## src/tspid_pkg.sv

```systemverilog
// shared widths for the timestamped pid controller
`default_nettype none
package tspid_pkg;
   localparam int MUL_A_W = 48;
   localparam int MUL_B_W = 32;
   localparam int MUL_P_W = MUL_A_W + MUL_B_W;
   localparam int DIV_N_W = 72;
   localparam int DIV_D_W = 32;
   typedef logic [MUL_P_W-1:0] mul_prod_type;
   typedef logic [DIV_N_W-1:0] div_quo_type;
endpackage
`default_nettype wire

```

## src/tspid_mul.sv

```systemverilog
// bit-serial unsigned multiplier, one multiplier bit per cycle
`default_nettype none
module tspid_mul (
   input  wire logic                          clock,
   input  wire logic                          reset,
   input  wire logic                          start,
   input  wire logic [tspid_pkg::MUL_A_W-1:0] a,
   input  wire logic [tspid_pkg::MUL_B_W-1:0] b,
   output logic                               done,
   output tspid_pkg::mul_prod_type            prod
);
   import tspid_pkg::*;
   localparam int CNT_W = $clog2(MUL_B_W + 1);

   logic                busy_ff, busy_in, done_ff, done_in;
   logic [CNT_W-1:0]    cnt_ff, cnt_in;
   logic [MUL_A_W-1:0]  a_ff, a_in;
   mul_prod_type        p_ff, p_in;
   logic [MUL_A_W:0]    sum;

   always_comb begin
      sum = {1'b0, p_ff[MUL_P_W-1:MUL_B_W]} + (p_ff[0] ? {1'b0, a_ff} : '0);
      busy_in = busy_ff;
      done_in = 1'b0;
      cnt_in = cnt_ff;
      a_in = a_ff;
      p_in = p_ff;
      if (start) begin
         busy_in = 1'b1;
         cnt_in = CNT_W'(MUL_B_W);
         a_in = a;
         p_in = {{MUL_A_W{1'b0}}, b};
      end else if (busy_ff) begin
         p_in = {sum, p_ff[MUL_B_W-1:1]};
         cnt_in = cnt_ff - 1'b1;
         if (cnt_ff == CNT_W'(1)) begin
            busy_in = 1'b0;
            done_in = 1'b1;
         end
      end
   end

   always_ff @(posedge clock) begin
      if (reset) begin
         busy_ff <= 1'b0;
         done_ff <= 1'b0;
         cnt_ff <= '0;
      end else begin
         busy_ff <= busy_in;
         done_ff <= done_in;
         cnt_ff <= cnt_in;
      end
      a_ff <= a_in;
      p_ff <= p_in;
   end

   assign done = done_ff;
   assign prod = p_ff;
endmodule
`default_nettype wire

```

## src/tspid_div.sv

```systemverilog
// restoring divider, one quotient bit per cycle
`default_nettype none
module tspid_div (
   input  wire logic                          clock,
   input  wire logic                          reset,
   input  wire logic                          start,
   input  wire logic [tspid_pkg::DIV_N_W-1:0] dividend,
   input  wire logic [tspid_pkg::DIV_D_W-1:0] divisor,
   output logic                               done,
   output tspid_pkg::div_quo_type             quo
);
   import tspid_pkg::*;
   localparam int CNT_W = $clog2(DIV_N_W + 1);

   logic               busy_ff, busy_in, done_ff, done_in;
   logic [CNT_W-1:0]   cnt_ff, cnt_in;
   logic [DIV_D_W-1:0] rem_ff, rem_in, dv_ff, dv_in;
   div_quo_type        q_ff, q_in;
   logic [DIV_D_W:0]   t, tdiff;
   logic               ge;

   always_comb begin
      t = {rem_ff, q_ff[DIV_N_W-1]};
      tdiff = t - {1'b0, dv_ff};
      ge = (t >= {1'b0, dv_ff});
      busy_in = busy_ff;
      done_in = 1'b0;
      cnt_in = cnt_ff;
      rem_in = rem_ff;
      dv_in = dv_ff;
      q_in = q_ff;
      if (start) begin
         busy_in = 1'b1;
         cnt_in = CNT_W'(DIV_N_W);
         rem_in = '0;
         dv_in = divisor;
         q_in = dividend;
      end else if (busy_ff) begin
         rem_in = ge ? tdiff[DIV_D_W-1:0] : t[DIV_D_W-1:0];
         q_in = {q_ff[DIV_N_W-2:0], ge};
         cnt_in = cnt_ff - 1'b1;
         if (cnt_ff == CNT_W'(1)) begin
            busy_in = 1'b0;
            done_in = 1'b1;
         end
      end
   end

   always_ff @(posedge clock) begin
      if (reset) begin
         busy_ff <= 1'b0;
         done_ff <= 1'b0;
         cnt_ff <= '0;
      end else begin
         busy_ff <= busy_in;
         done_ff <= done_in;
         cnt_ff <= cnt_in;
      end
      rem_ff <= rem_in;
      dv_ff <= dv_in;
      q_ff <= q_in;
   end

   assign done = done_ff;
   assign quo = q_ff;
endmodule
`default_nettype wire

```

## src/timestamped_pid_controller_top.sv

```systemverilog
// Timestamped positional PID controller, signed Q16.16 throughout.
// req channel: one item per update, tuser = func (1 resets integral and history),
// tdata = error sample and microsecond timestamp. rsp channel: one item per
// request, tdata = control value, tuser = status (1 when the timestamp is not
// after the previous one). The user must write gains and limits over the csr
// port only while no item is in flight; the block does not enforce this.
// A reset request goes straight to the rsp output register. A full update forms
// the proportional product, the integral increment (product, then quotient),
// the integral term (product) and the derivative (product, then quotient), then
// sums and registers; the integral increment is skipped without ki and the
// derivative without kd. The first update after reset and a time error stop
// after the proportional product. Products run on the bit-serial multiplier,
// shared by all terms; quotients on the bit-serial divider, for the I and D terms.
// One item is worked on at a time; req_tready is high only when idle, so the
// next item is accepted once the previous result is in the rsp output register.
// Reset zeroes the integral, history and csr registers and empties the rsp register.
// A result waits in the rsp output register until taken; a stalled receiver
// holds the block after its current item.
`default_nettype none
module timestamped_pid_controller_top (
   input  wire logic        clock,
   input  wire logic        reset,
   input  wire logic        req_tvalid,
   output logic             req_tready,
   input  wire logic [63:0] req_tdata,  // error_value[31:0], stamp_us[63:32]
   input  wire logic [0:0]  req_tuser,  // func
   output logic             rsp_tvalid,
   input  wire logic        rsp_tready,
   output logic [31:0]      rsp_tdata,  // control_out[31:0]
   output logic [0:0]       rsp_tuser,  // status
   input  wire logic        csr_psel,
   input  wire logic        csr_penable,
   input  wire logic        csr_pwrite,
   input  wire logic [4:0]  csr_paddr,
   input  wire logic [31:0] csr_pwdata,
   output logic [31:0]      csr_prdata,
   output logic             csr_pready
);
   import tspid_pkg::*;

   localparam logic [2:0] R_GP = 3'd0, R_GI = 3'd1, R_GD = 3'd2, R_OLO = 3'd3,
                          R_OHI = 3'd4, R_ILO = 3'd5, R_IHI = 3'd6, R_EN = 3'd7;
   localparam logic [3:0] S_IDLE = 4'd0, S_P = 4'd1, S_IM = 4'd2, S_ID = 4'd3,
                          S_ITS = 4'd4, S_IT = 4'd5, S_DM = 4'd6, S_DD = 4'd7,
                          S_SUM = 4'd8, S_OUT = 4'd9;
   localparam logic signed [49:0] TMAX = 50'sh0_7FFF_FFFF_FFFF;
   localparam logic signed [49:0] TMIN = -50'sh0_8000_0000_0000;
   localparam logic signed [49:0] I32MAX = 50'sh7FFF_FFFF;
   localparam logic signed [49:0] I32MIN = -50'sh8000_0000;

   function automatic logic signed [47:0] sat48(input logic [79:0] m, input logic neg);
      logic signed [47:0] v;
      if (m >= 80'h8000_0000_0000) v = neg ? 48'sh8000_0000_0000 : 48'sh7FFF_FFFF_FFFF;
      else v = neg ? -$signed(m[47:0]) : $signed(m[47:0]);
      return v;
   endfunction

   function automatic logic signed [49:0] clamp50(input logic signed [49:0] x,
         input logic signed [49:0] lo, input logic signed [49:0] hi);
      logic signed [49:0] v;
      if (x < lo) v = lo;
      else if (x > hi) v = hi;
      else v = x;
      return v;
   endfunction

   function automatic logic [31:0] mag32(input logic signed [31:0] x);
      return x[31] ? 32'(-x) : 32'(x);
   endfunction

   // configuration registers
   logic signed [31:0] gp_ff, gi_ff, gd_ff, olo_ff, ohi_ff, ilo_ff, ihi_ff;
   logic [1:0]         en_ff;
   logic               cfg_wr;
   logic [2:0]         cfg_idx;

   assign csr_pready = 1'b1;
   assign cfg_idx = csr_paddr[4:2];
   assign cfg_wr = csr_psel & csr_penable & csr_pwrite;

   always_ff @(posedge clock) begin
      if (reset) begin
         gp_ff <= '0; gi_ff <= '0; gd_ff <= '0; olo_ff <= '0;
         ohi_ff <= '0; ilo_ff <= '0; ihi_ff <= '0; en_ff <= '0;
      end else if (cfg_wr) begin
         case (cfg_idx)
            R_GP:    gp_ff <= csr_pwdata;
            R_GI:    gi_ff <= csr_pwdata;
            R_GD:    gd_ff <= csr_pwdata;
            R_OLO:   olo_ff <= csr_pwdata;
            R_OHI:   ohi_ff <= csr_pwdata;
            R_ILO:   ilo_ff <= csr_pwdata;
            R_IHI:   ihi_ff <= csr_pwdata;
            R_EN:    en_ff <= csr_pwdata[1:0];
            default: ;
         endcase
      end
   end

   always_comb begin
      case (cfg_idx)
         R_GP:    csr_prdata = gp_ff;
         R_GI:    csr_prdata = gi_ff;
         R_GD:    csr_prdata = gd_ff;
         R_OLO:   csr_prdata = olo_ff;
         R_OHI:   csr_prdata = ohi_ff;
         R_ILO:   csr_prdata = ilo_ff;
         R_IHI:   csr_prdata = ihi_ff;
         R_EN:    csr_prdata = {30'd0, en_ff};
         default: csr_prdata = '0;
      endcase
   end

   // datapath state
   logic [3:0]         st_ff, st_in;
   logic signed [47:0] acc_ff, acc_in, p_ff, p_in, it_ff, it_in, dt_ff, dt_in;
   logic signed [31:0] err_ff, err_in, last_err_ff, last_err_in;
   logic [31:0]        stamp_ff, stamp_in, last_stamp_ff, last_stamp_in, d_ff, d_in;
   logic               hist_ff, hist_in;
   logic [31:0]        res_ctl_ff, res_ctl_in;
   logic               res_st_ff, res_st_in;
   logic               rv_ff, rv_in, ru_ff, ru_in;
   logic [31:0]        rd_ff, rd_in;

   logic               mul_start, mul_done, div_start, div_done;
   logic [MUL_A_W-1:0] mul_a;
   logic [MUL_B_W-1:0] mul_b;
   mul_prod_type       prod;
   logic [DIV_N_W-1:0] div_n;
   logic [DIV_D_W-1:0] div_d;
   div_quo_type        quo;

   logic signed [31:0] req_err;
   logic [31:0]        dcur;
   logic signed [32:0] diff;
   logic [79:0]        prnd;
   logic [77:0]        nq;
   logic signed [49:0] s50, u50;

   tspid_mul u_mul (.clock(clock), .reset(reset), .start(mul_start), .a(mul_a),
                    .b(mul_b), .done(mul_done), .prod(prod));
   tspid_div u_div (.clock(clock), .reset(reset), .start(div_start), .dividend(div_n),
                    .divisor(div_d), .done(div_done), .quo(quo));

   assign req_tready = (st_ff == S_IDLE);
   assign req_err = req_tdata[31:0];

   always_comb begin
      st_in = st_ff;
      acc_in = acc_ff; p_in = p_ff; it_in = it_ff; dt_in = dt_ff;
      err_in = err_ff; last_err_in = last_err_ff;
      stamp_in = stamp_ff; last_stamp_in = last_stamp_ff; d_in = d_ff;
      hist_in = hist_ff;
      res_ctl_in = res_ctl_ff; res_st_in = res_st_ff;
      rv_in = rv_ff & ~rsp_tready; ru_in = ru_ff; rd_in = rd_ff;
      mul_start = 1'b0; mul_a = '0; mul_b = '0;
      div_start = 1'b0; div_n = '0; div_d = '0;
      dcur = stamp_ff - last_stamp_ff;
      diff = 33'(err_ff) - 33'(last_err_ff);
      prnd = prod + 80'd32768;
      nq = 78'(prod[63:0]) * 78'd15625 + {37'd0, d_ff, 9'd0};
      s50 = '0;
      u50 = '0;
      case (st_ff)
         S_IDLE: begin
            if (req_tvalid) begin
               err_in = req_err;
               stamp_in = req_tdata[63:32];
               if (req_tuser[0]) begin
                  acc_in = '0; last_err_in = '0; last_stamp_in = '0; hist_in = 1'b0;
                  res_ctl_in = '0; res_st_in = 1'b0;
                  st_in = S_OUT;
               end else begin
                  mul_start = 1'b1;
                  mul_a = MUL_A_W'(mag32(req_err));
                  mul_b = mag32(gp_ff);
                  st_in = S_P;
               end
            end
         end
         S_P: begin
            if (mul_done) begin
               p_in = sat48({16'd0, prnd[79:16]}, gp_ff[31] != err_ff[31]);
               it_in = '0;
               dt_in = '0;
               if (!hist_ff) begin
                  st_in = S_SUM;
               end else if (stamp_ff <= last_stamp_ff) begin
                  res_ctl_in = '0; res_st_in = 1'b1;
                  st_in = S_OUT;
               end else begin
                  d_in = dcur;
                  if (gi_ff != '0) begin
                     mul_start = 1'b1;
                     mul_a = MUL_A_W'(mag32(err_ff));
                     mul_b = dcur;
                     st_in = S_IM;
                  end else begin
                     st_in = S_ITS;
                  end
               end
            end
         end
         S_IM: begin
            if (mul_done) begin
               div_start = 1'b1;
               div_n = prod[71:0] + 72'd500000;
               div_d = 32'd1000000;
               st_in = S_ID;
            end
         end
         S_ID: begin
            if (div_done) begin
               s50 = err_ff[31] ? 50'(acc_ff) - $signed({2'b0, quo[47:0]})
                               : 50'(acc_ff) + $signed({2'b0, quo[47:0]});
               s50 = clamp50(s50, TMIN, TMAX);
               if (en_ff[1]) s50 = clamp50(s50, 50'(ilo_ff), 50'(ihi_ff));
               acc_in = s50[47:0];
               st_in = S_ITS;
            end
         end
         S_ITS: begin
            mul_start = 1'b1;
            mul_a = acc_ff[47] ? 48'(-acc_ff) : 48'(acc_ff);
            mul_b = mag32(gi_ff);
            st_in = S_IT;
         end
         S_IT: begin
            if (mul_done) begin
               it_in = sat48({16'd0, prnd[79:16]}, gi_ff[31] != acc_ff[47]);
               if (gd_ff != '0) begin
                  mul_start = 1'b1;
                  mul_a = diff[32] ? 48'(-diff) : 48'(diff);
                  mul_b = mag32(gd_ff);
                  st_in = S_DM;
               end else begin
                  st_in = S_SUM;
               end
            end
         end
         S_DM: begin
            if (mul_done) begin
               // round(q * 15625 / (d * 1024)) with q = |kd| * |diff|
               div_start = 1'b1;
               div_n = {4'd0, nq[77:10]};
               div_d = d_ff;
               st_in = S_DD;
            end
         end
         S_DD: begin
            if (div_done) begin
               dt_in = sat48({8'd0, quo}, gd_ff[31] != diff[32]);
               st_in = S_SUM;
            end
         end
         S_SUM: begin
            u50 = 50'(p_ff) + 50'(it_ff) + 50'(dt_ff);
            if (en_ff[0]) u50 = clamp50(u50, 50'(olo_ff), 50'(ohi_ff));
            else u50 = clamp50(u50, I32MIN, I32MAX);
            res_ctl_in = u50[31:0];
            res_st_in = 1'b0;
            last_err_in = err_ff;
            last_stamp_in = stamp_ff;
            hist_in = 1'b1;
            st_in = S_OUT;
         end
         S_OUT: begin
            if (!rv_ff || rsp_tready) begin
               rv_in = 1'b1;
               rd_in = res_ctl_ff;
               ru_in = res_st_ff;
               st_in = S_IDLE;
            end
         end
         default: st_in = S_IDLE;
      endcase
   end

   always_ff @(posedge clock) begin
      if (reset) begin
         st_ff <= S_IDLE;
         acc_ff <= '0;
         last_err_ff <= '0;
         last_stamp_ff <= '0;
         hist_ff <= 1'b0;
         rv_ff <= 1'b0;
      end else begin
         st_ff <= st_in;
         acc_ff <= acc_in;
         last_err_ff <= last_err_in;
         last_stamp_ff <= last_stamp_in;
         hist_ff <= hist_in;
         rv_ff <= rv_in;
      end
      p_ff <= p_in; it_ff <= it_in; dt_ff <= dt_in;
      err_ff <= err_in; stamp_ff <= stamp_in; d_ff <= d_in;
      res_ctl_ff <= res_ctl_in; res_st_ff <= res_st_in;
      rd_ff <= rd_in; ru_ff <= ru_in;
   end

   assign rsp_tvalid = rv_ff;
   assign rsp_tdata = rd_ff;
   assign rsp_tuser = ru_ff;
endmodule
`default_nettype wire
```

## config.mk

```make
export PLATFORM = sky130hd
export DESIGN_NAME = timestamped_pid_controller_top
export DESIGN_NICKNAME = d
export VERILOG_FILES = /design/src/tspid_pkg.sv /design/src/tspid_mul.sv /design/src/tspid_div.sv /design/src/timestamped_pid_controller_top.sv
export SDC_FILE = /design/constraint.sdc
export NUM_CORES = 2
export LEC_CHECK = 0
export BUFFER_PORTS_ARGS = -buffer_cell sky130_fd_sc_hd__clkbuf_2
export CORE_ASPECT_RATIO = 1.5
export CORE_MARGIN = 1
export CORE_UTILIZATION = 50
export DETAILED_ROUTE_END_ITERATION = 16
export GPL_TIMING_DRIVEN = 0
export PLACE_DENSITY = 0.66
export RECOVER_POWER = 100
export SYNTH_ARGS = -nofsm -noshare
export SYNTH_HDL_FRONTEND = slang
export SYNTH_SLANG_ARGS = --single-unit
```

## constraint.sdc

```tcl
create_clock -name clock -period 11.6 [get_ports clock]
set_clock_uncertainty 0.1 [all_clocks]
set_input_delay 1.74 -clock clock [delete_from_list [all_inputs] [get_ports clock]]
set_output_delay 1.74 -clock clock [all_outputs]
set_load 0.1 [all_outputs]
```

# --- Yosys cells after proc, flatten, opt, wreduce, memory -nomap -nowiden ---
# Cells that the tools add are included.
# W data, S select, Z words.
totals:
  ff_bits: 931
  input_bits: 109
  elab_cells: 271
op_classes:
  n_addsub: 22
  multipliers: 1
  order_cmp: 12
  n_eq_ne: 32
  muxes: 123
  bitwise_logic: 7
  n_reduce_logical: 36
ops:
  columns: ["op", "count"]
  rows:
  - ["$mux W48", 23]
  - ["$mux W32", 33]
  - ["$pmux W48 S2", 3]
  - ["$pmux W32 S8", 1]
  - ["$mux W50", 5]
  - ["$mux W72", 3]
  - ["$pmux W32 S2", 3]
  - ["$pmux W48 S4", 1]
  - ["$neg A32 Y32", 5]
  - ["$neg A48 Y48", 3]
  - ["$pmux W72 S2", 1]
  - ["$pmux W32 S4", 1]
  - ["$gt A50 B32 Y1", 2]
  - ["$lt A50 B32 Y1", 2]
  - ["$add A48 B48 Y49", 2]
  - ["$pmux W32 S3", 1]
  - ["$add A80 B16 Y80 const B", 1]
  - ["$add A78 B41 Y78", 1]
  - ["$mul A64 B14 Y78 const B", 1]
  - ["$add A72 B19 Y72 const B", 1]
  - ["$ge A72 B48 Y1 const B", 1]
  - ["$mux W68", 1]
  - ["$ge A64 B48 Y1 const B", 1]
  - ["$reduce_bool A32 Y1", 2]
  - ["other kinds (51)", 135]

# --- Depth between registers and ports, before layout ---
depth:
  ltp_word: 13
  ltp_mapped: 49
  depth_no_buf: 45

# --- By module ---
# From an unflattened synthesis, not the netlist that was laid out.
unflattened:
  hier_cells: 9515
  hier_area_um2: 84234.5
modules_own_cells:
  columns: ["module", "n_inst", "cells_each", "area_each_um2", "seq_area_each_um2"]
  rows:
  - ["timestamped_pid_controller_top", 1, 8063, 68846.0, 16075.4]
  - ["tspid_mul", 1, 762, 7746.2, 3523.4]
  - ["tspid_div", 1, 690, 7642.3, 3943.8]

# --- Least setup slack after synthesis ---
# No wires, ideal clock.
synth_timing:
  kind: "flip-flop to flip-flop"
  from: "reg u_div.q_ff[12], in the netlist u_div.quo[12]"
  to: "reg acc_ff[23]"
  arrival_time_ns: 9.404
  path_slack_ns: 1.962
  stages_incl_launch_ff: 43
  n_path_buf: 5
  cell_sequence: "edfxtp_1 > or4_4 > nor4_4 > nor3b_4 > nand2_2 > nor4_4 > nand2_1 > or3_1 > nor3b_1 > nand2_1 > or4_1 > nor3_1 > nor2_1 > xnor2_1 > ha_1 > a21o_1 > a21o_1 > a21oi_1 > (+7 left out) > nor2_1 > ha_1 > nand4_1 > nor2_1 > nand2_1 > nor4_1 > nand3_1 > nor2_1 > mux2i_1 > o21a_1 > o2111ai_1 > o211a_1 > nor3_1 > a31o_2 > buf_2 > mux2_1 > mux2i_1 > o22ai_1"
synth_between:
  elab_chain_len: 13
synth_lines:
  columns: ["element", "line", "rtl"]
  rows:
  - ["from (decl)", "tspid_div.sv:18", "div_quo_type q_ff, q_in;"]
  - ["from (signal assigned)", "tspid_div.sv:61", "q_ff <= q_in;"]
  - ["$add A48 B49 Y50 / $sub A48 B49 Y50 (equally long branches)", "timestamped_pid_controller_top.sv:215, timestamped_pid_controller_top.sv:214", null]
  - ["$mux W50 (*)", "timestamped_pid_controller_top.sv:214", "s50 = err_ff[31] ? 50'(acc_ff) - $signed({2'b0, quo[47:0]})"]
  - ["$gt A50 B48 Y1", "timestamped_pid_controller_top.sv:62", "else if (x > hi) v = hi;"]
  - ["$mux W50", "timestamped_pid_controller_top.sv:62", null]
  - ["$mux W50 (*)", "timestamped_pid_controller_top.sv:61", "if (x < lo) v = lo;"]
  - ["$mux W50 (*)", "timestamped_pid_controller_top.sv:213", "if (div_done) begin"]
  - ["$mux W50 (*)", "timestamped_pid_controller_top.sv:164", "case (st_ff)"]
  - ["$gt A50 B32 Y1", "timestamped_pid_controller_top.sv:62", null]
  - ["$mux W48", "timestamped_pid_controller_top.sv:62", null]
  - ["$mux W48", "timestamped_pid_controller_top.sv:61", null]
  - ["$mux W48 (*)", "timestamped_pid_controller_top.sv:217", "if (en_ff[1]) s50 = clamp50(s50, 50'(ilo_ff), 50'(ihi_ff));"]
  - ["$mux W48 (*)", "timestamped_pid_controller_top.sv:213", null]
  - ["$pmux W48 S2 (*)", "timestamped_pid_controller_top.sv:164", null]
  - ["to (signal assigned)", "timestamped_pid_controller_top.sv:289", "acc_ff <= acc_in;"]
  - ["to (decl)", "timestamped_pid_controller_top.sv:116", "logic signed [47:0] acc_ff, acc_in, p_ff, p_in, it_ff, it_in, dt_ff, dt_in;"]
# Mark *: on every way between the ends. The rest lies on a longest branch, timed or not. The select of a mux whose other input is x is not followed.
# A chain may end at the register's enable or synchronous reset.

# --- Worst setup path in the final report ---
layout_timing:
  from: "reg u_div.q_ff[11], in the netlist u_div.quo[11]"
  to: "reg acc_ff[41]"
# The elaborated chain is that of the path after synthesis.

==> metrics.md <==
| Metric | Value |
|---|---|
| Failing checks | `capacitance limit, slew limit` |
| Vias per Instance | `around 6.4` |
| Area growth, synth to finish | `9.04%` |
| Post-synth ARST share | `0%` |
| Final WS setup | `0.348 ns` |
| Clock Latency Late Sink | `~0.81 ns` |
| Setup TNS | `0 ns` |
| Yosys cell types | `114` |
| Initial core utilization | `between 50 and 60%` |
| Global-route wire length before repair | `between 500000 and 600000 um` |
| CTS root buf | `clkbuf_16` |
| DR DRC count | `0` |
| Clk slew on worst S/H paths | `roughly 0.080 ns` |
| IO Pins | `177` |
| Drt total wl | `about 360000 um` |
| MaxCap Viol Count | `19` |
| Cell Area, Synth | `82300 um2` |
| Synth top area share | `approximately 18%` |
| Core Area | `164000 um2` |
| Maximum clock path buffer count | `3` |
| Initial antenna violation count | `23` |
| Global route overflow | `0` |
| Post-Place Cell Area | `around 86000 um2` |
| Post-route cell area | `roughly 90000 um2` |
| Total GRT Usage | `a little over two fifths` |
| 1st-iter DRT viols | `about 7500` |
| Die height | `499 um` |
| Number of flops mapped to enable cells by yosys | `490` |
| Max_slew headroom | `-187%` |
| Die Area | `166000 um2` |
| Final worst-path cycle share | `a little over nine tenths` |
| Reg-to-reg critical path startpoint | `u_div.quo[11]` |
| Status | `complete, but fails checks` |
| Hold Startpoint | `res_ctl_ff[4]` |
| WL per Instance | `roughly 30 um` |
| Tmin final | `around 11 ns` |
| Htree depth | `3` |
| Worst path slowest cell | `a31oi_1` |
| Synth Instances | `9212` |
| Pre-Repair DR Iteration Count | `8` |
| Worst setup path start | `u_div.quo[11]` |
| Crit path required time | `about 12 ns` |
| Top post-synthesis cells by area | `edfxtp_1 18%, ha_1 13%, dfxtp_1 11%, fa_1 9.3%, a21oi_1 5.3%` |
| Crit path kind | `flop to flop` |
| Layout cells sized above 1 | `roughly 5%` |
| Leading area contributor after synthesis | `edfxtp_1` |
| Final setup viols | `0` |
| Vias | `~75000` |
| Placer congestion estimate | `~1.1` |
| Util after Layout | `about 55%` |
| PortBufs | `roughly 170` |
| CTS buffer count | `approximately 100` |
| Slew Limit Fails | `393` |
| Dpl ws | `-1.48 ns` |
| Dpl hpwl | `approximately 300000 um` |
| Final Hold Fails | `0` |
| Min-delay worst type | `flop to flop` |
| Post-synthesis sequential area ratio | `28.6%` |
| CP Capture Type | `flop` |
| Crit path DAT | `11.88 ns` |
| Die span in x | `333 um` |
| ANT nets after route | `0` |
| Synth warn | `0` |
| Crit Path Max Fanout | `10` |
| CP Launch Type | `flop` |
| Nets@finish | `approximately 11000` |
| Worst-Margin Slew | `roughly 4.3 ns` |
| Vias in the first global route | `73600` |
| CP max stage delay | `0.62 ns` |
| CTS Sinks | `just over 900` |
| Syn nets | `10600` |
| Mean area per synthesized cell | `between 8 and 9 um2` |
| Most frequent cells in the layout | `989 x nand2_1, 869 x ha_1, 867 x a21oi_1` |
| Fmax | `about 89 MHz` |
| Commonest non-fill, non-tap cell in the layout | `nand2_1` |
| Standard-cell rows | `about 180` |
| Largest net degree at the start of global routing | `72` |
| Seq cells post-synth | `approximately 930` |
| CTS tree | `built` |
| Ys flop type | `edfxtp_1` |
## per-stage QoR
| stage | hold WS [ns] | instances |
|---|---|---|
| global placement | 0.301 | 11500 |
| detailed placement | 0.305 | 11500 |
| floorplan | 0.300 | 9212 |
| finish | 0.319 | 11700 |
| global route | 0.327 | 11700 |
| CTS | 0.320 | 11700 |
## routing by layer
layer,up-vias,track usage (%),share of wire (%)
met3,1074,6.16,7.3
met2,3652,68.2,45
met1,36800,48.2,36
li1,33800,-,-
met5,-,0,0.0072
met4,4,39.8,11
## cells in the mapped netlist, types with 66 or more instances
cell type,number
nand2_1,990
dfxtp_1,441
a21o_1,196
xor2_1,218
fa_1,383
mux2i_1,148
o31ai_1,71
nand3_1,167
nand2b_1,84
and2_1,75
o21ai_0,498
and3_1,83
o211ai_1,83
a221oi_1,66
inv_1,420
clkbuf_1,386
edfxtp_1,490
nor2_1,760
nor3_1,158
a22oi_1,108
nand4_1,95
ha_1,870
a21oi_1,871
xnor2_1,468
nor2b_1,90
## cells by family after synthesis
kind of cell,synth area share (%)
xor gates and xnor gates,7.32
other,0.00456
buffers and inverters,4.22
AOI/OAI and AO/OA,18.8
adders and majority gates,22.5
DFF,28.6
and+or+nand+nor,15.5
muxes,2.99
## area by class of cell
cell class | instances | area, um2
Fill cell | 15200 | 74000
Multi-Input combinational cell | 7402 | 55600
Sequential cell | 931 | 23500
Clock buffer | 125 | 2670
Tap cell | 2116 | 2650
Buffer | 451 | 1910
Inverter | 426 | 1600
Timing Repair Buffer | 213 | 973
Clock inverter | 60 | 802
Antenna cell | 9 | 22.5
## worst paths after layout
path / end / slack (ns) / cells after the start
worst max-delay path: acc_ff[41] / 0.35 / 43
worst min-delay path: rsp_tdata[4] / 0.32 / 0
worst max register to register: acc_ff[41] / 0.35 / 43
worst min register to register: rsp_tdata[4] / 0.32 / 0
## what timing repair did
action	CTS	global route
resized for setup	20	41
hold buffers	0	0
setup buffers	3	9
pin swaps	1	7
setup endpoints to repair	48	48
## sequential cells by signal (all words and copies together), names as in the netlist, 48 cells and up
| name | flops |
|---|---|
| it_ff | 48 |
| acc_ff | 48 |
| u_mul.a_ff | 48 |
| p_ff | 48 |
| u_mul.prod | 80 |
| u_div.quo | 72 |
| dt_ff | 48 |
## worst max-delay path: cells and delay by family, from the launching register on
kind | cells | cell delay (ns)
compound gates | 16 | 3.50
flops | 1 | 0.53
fa+ha+maj | 2 | 0.76
simple gates | 19 | 4.48
xor+xnor | 3 | 0.90
buf+inv | 3 | 0.87
Power is not shown: default switching activity piles up to over one toggle a cycle in this logic, so the estimate is an artifact.
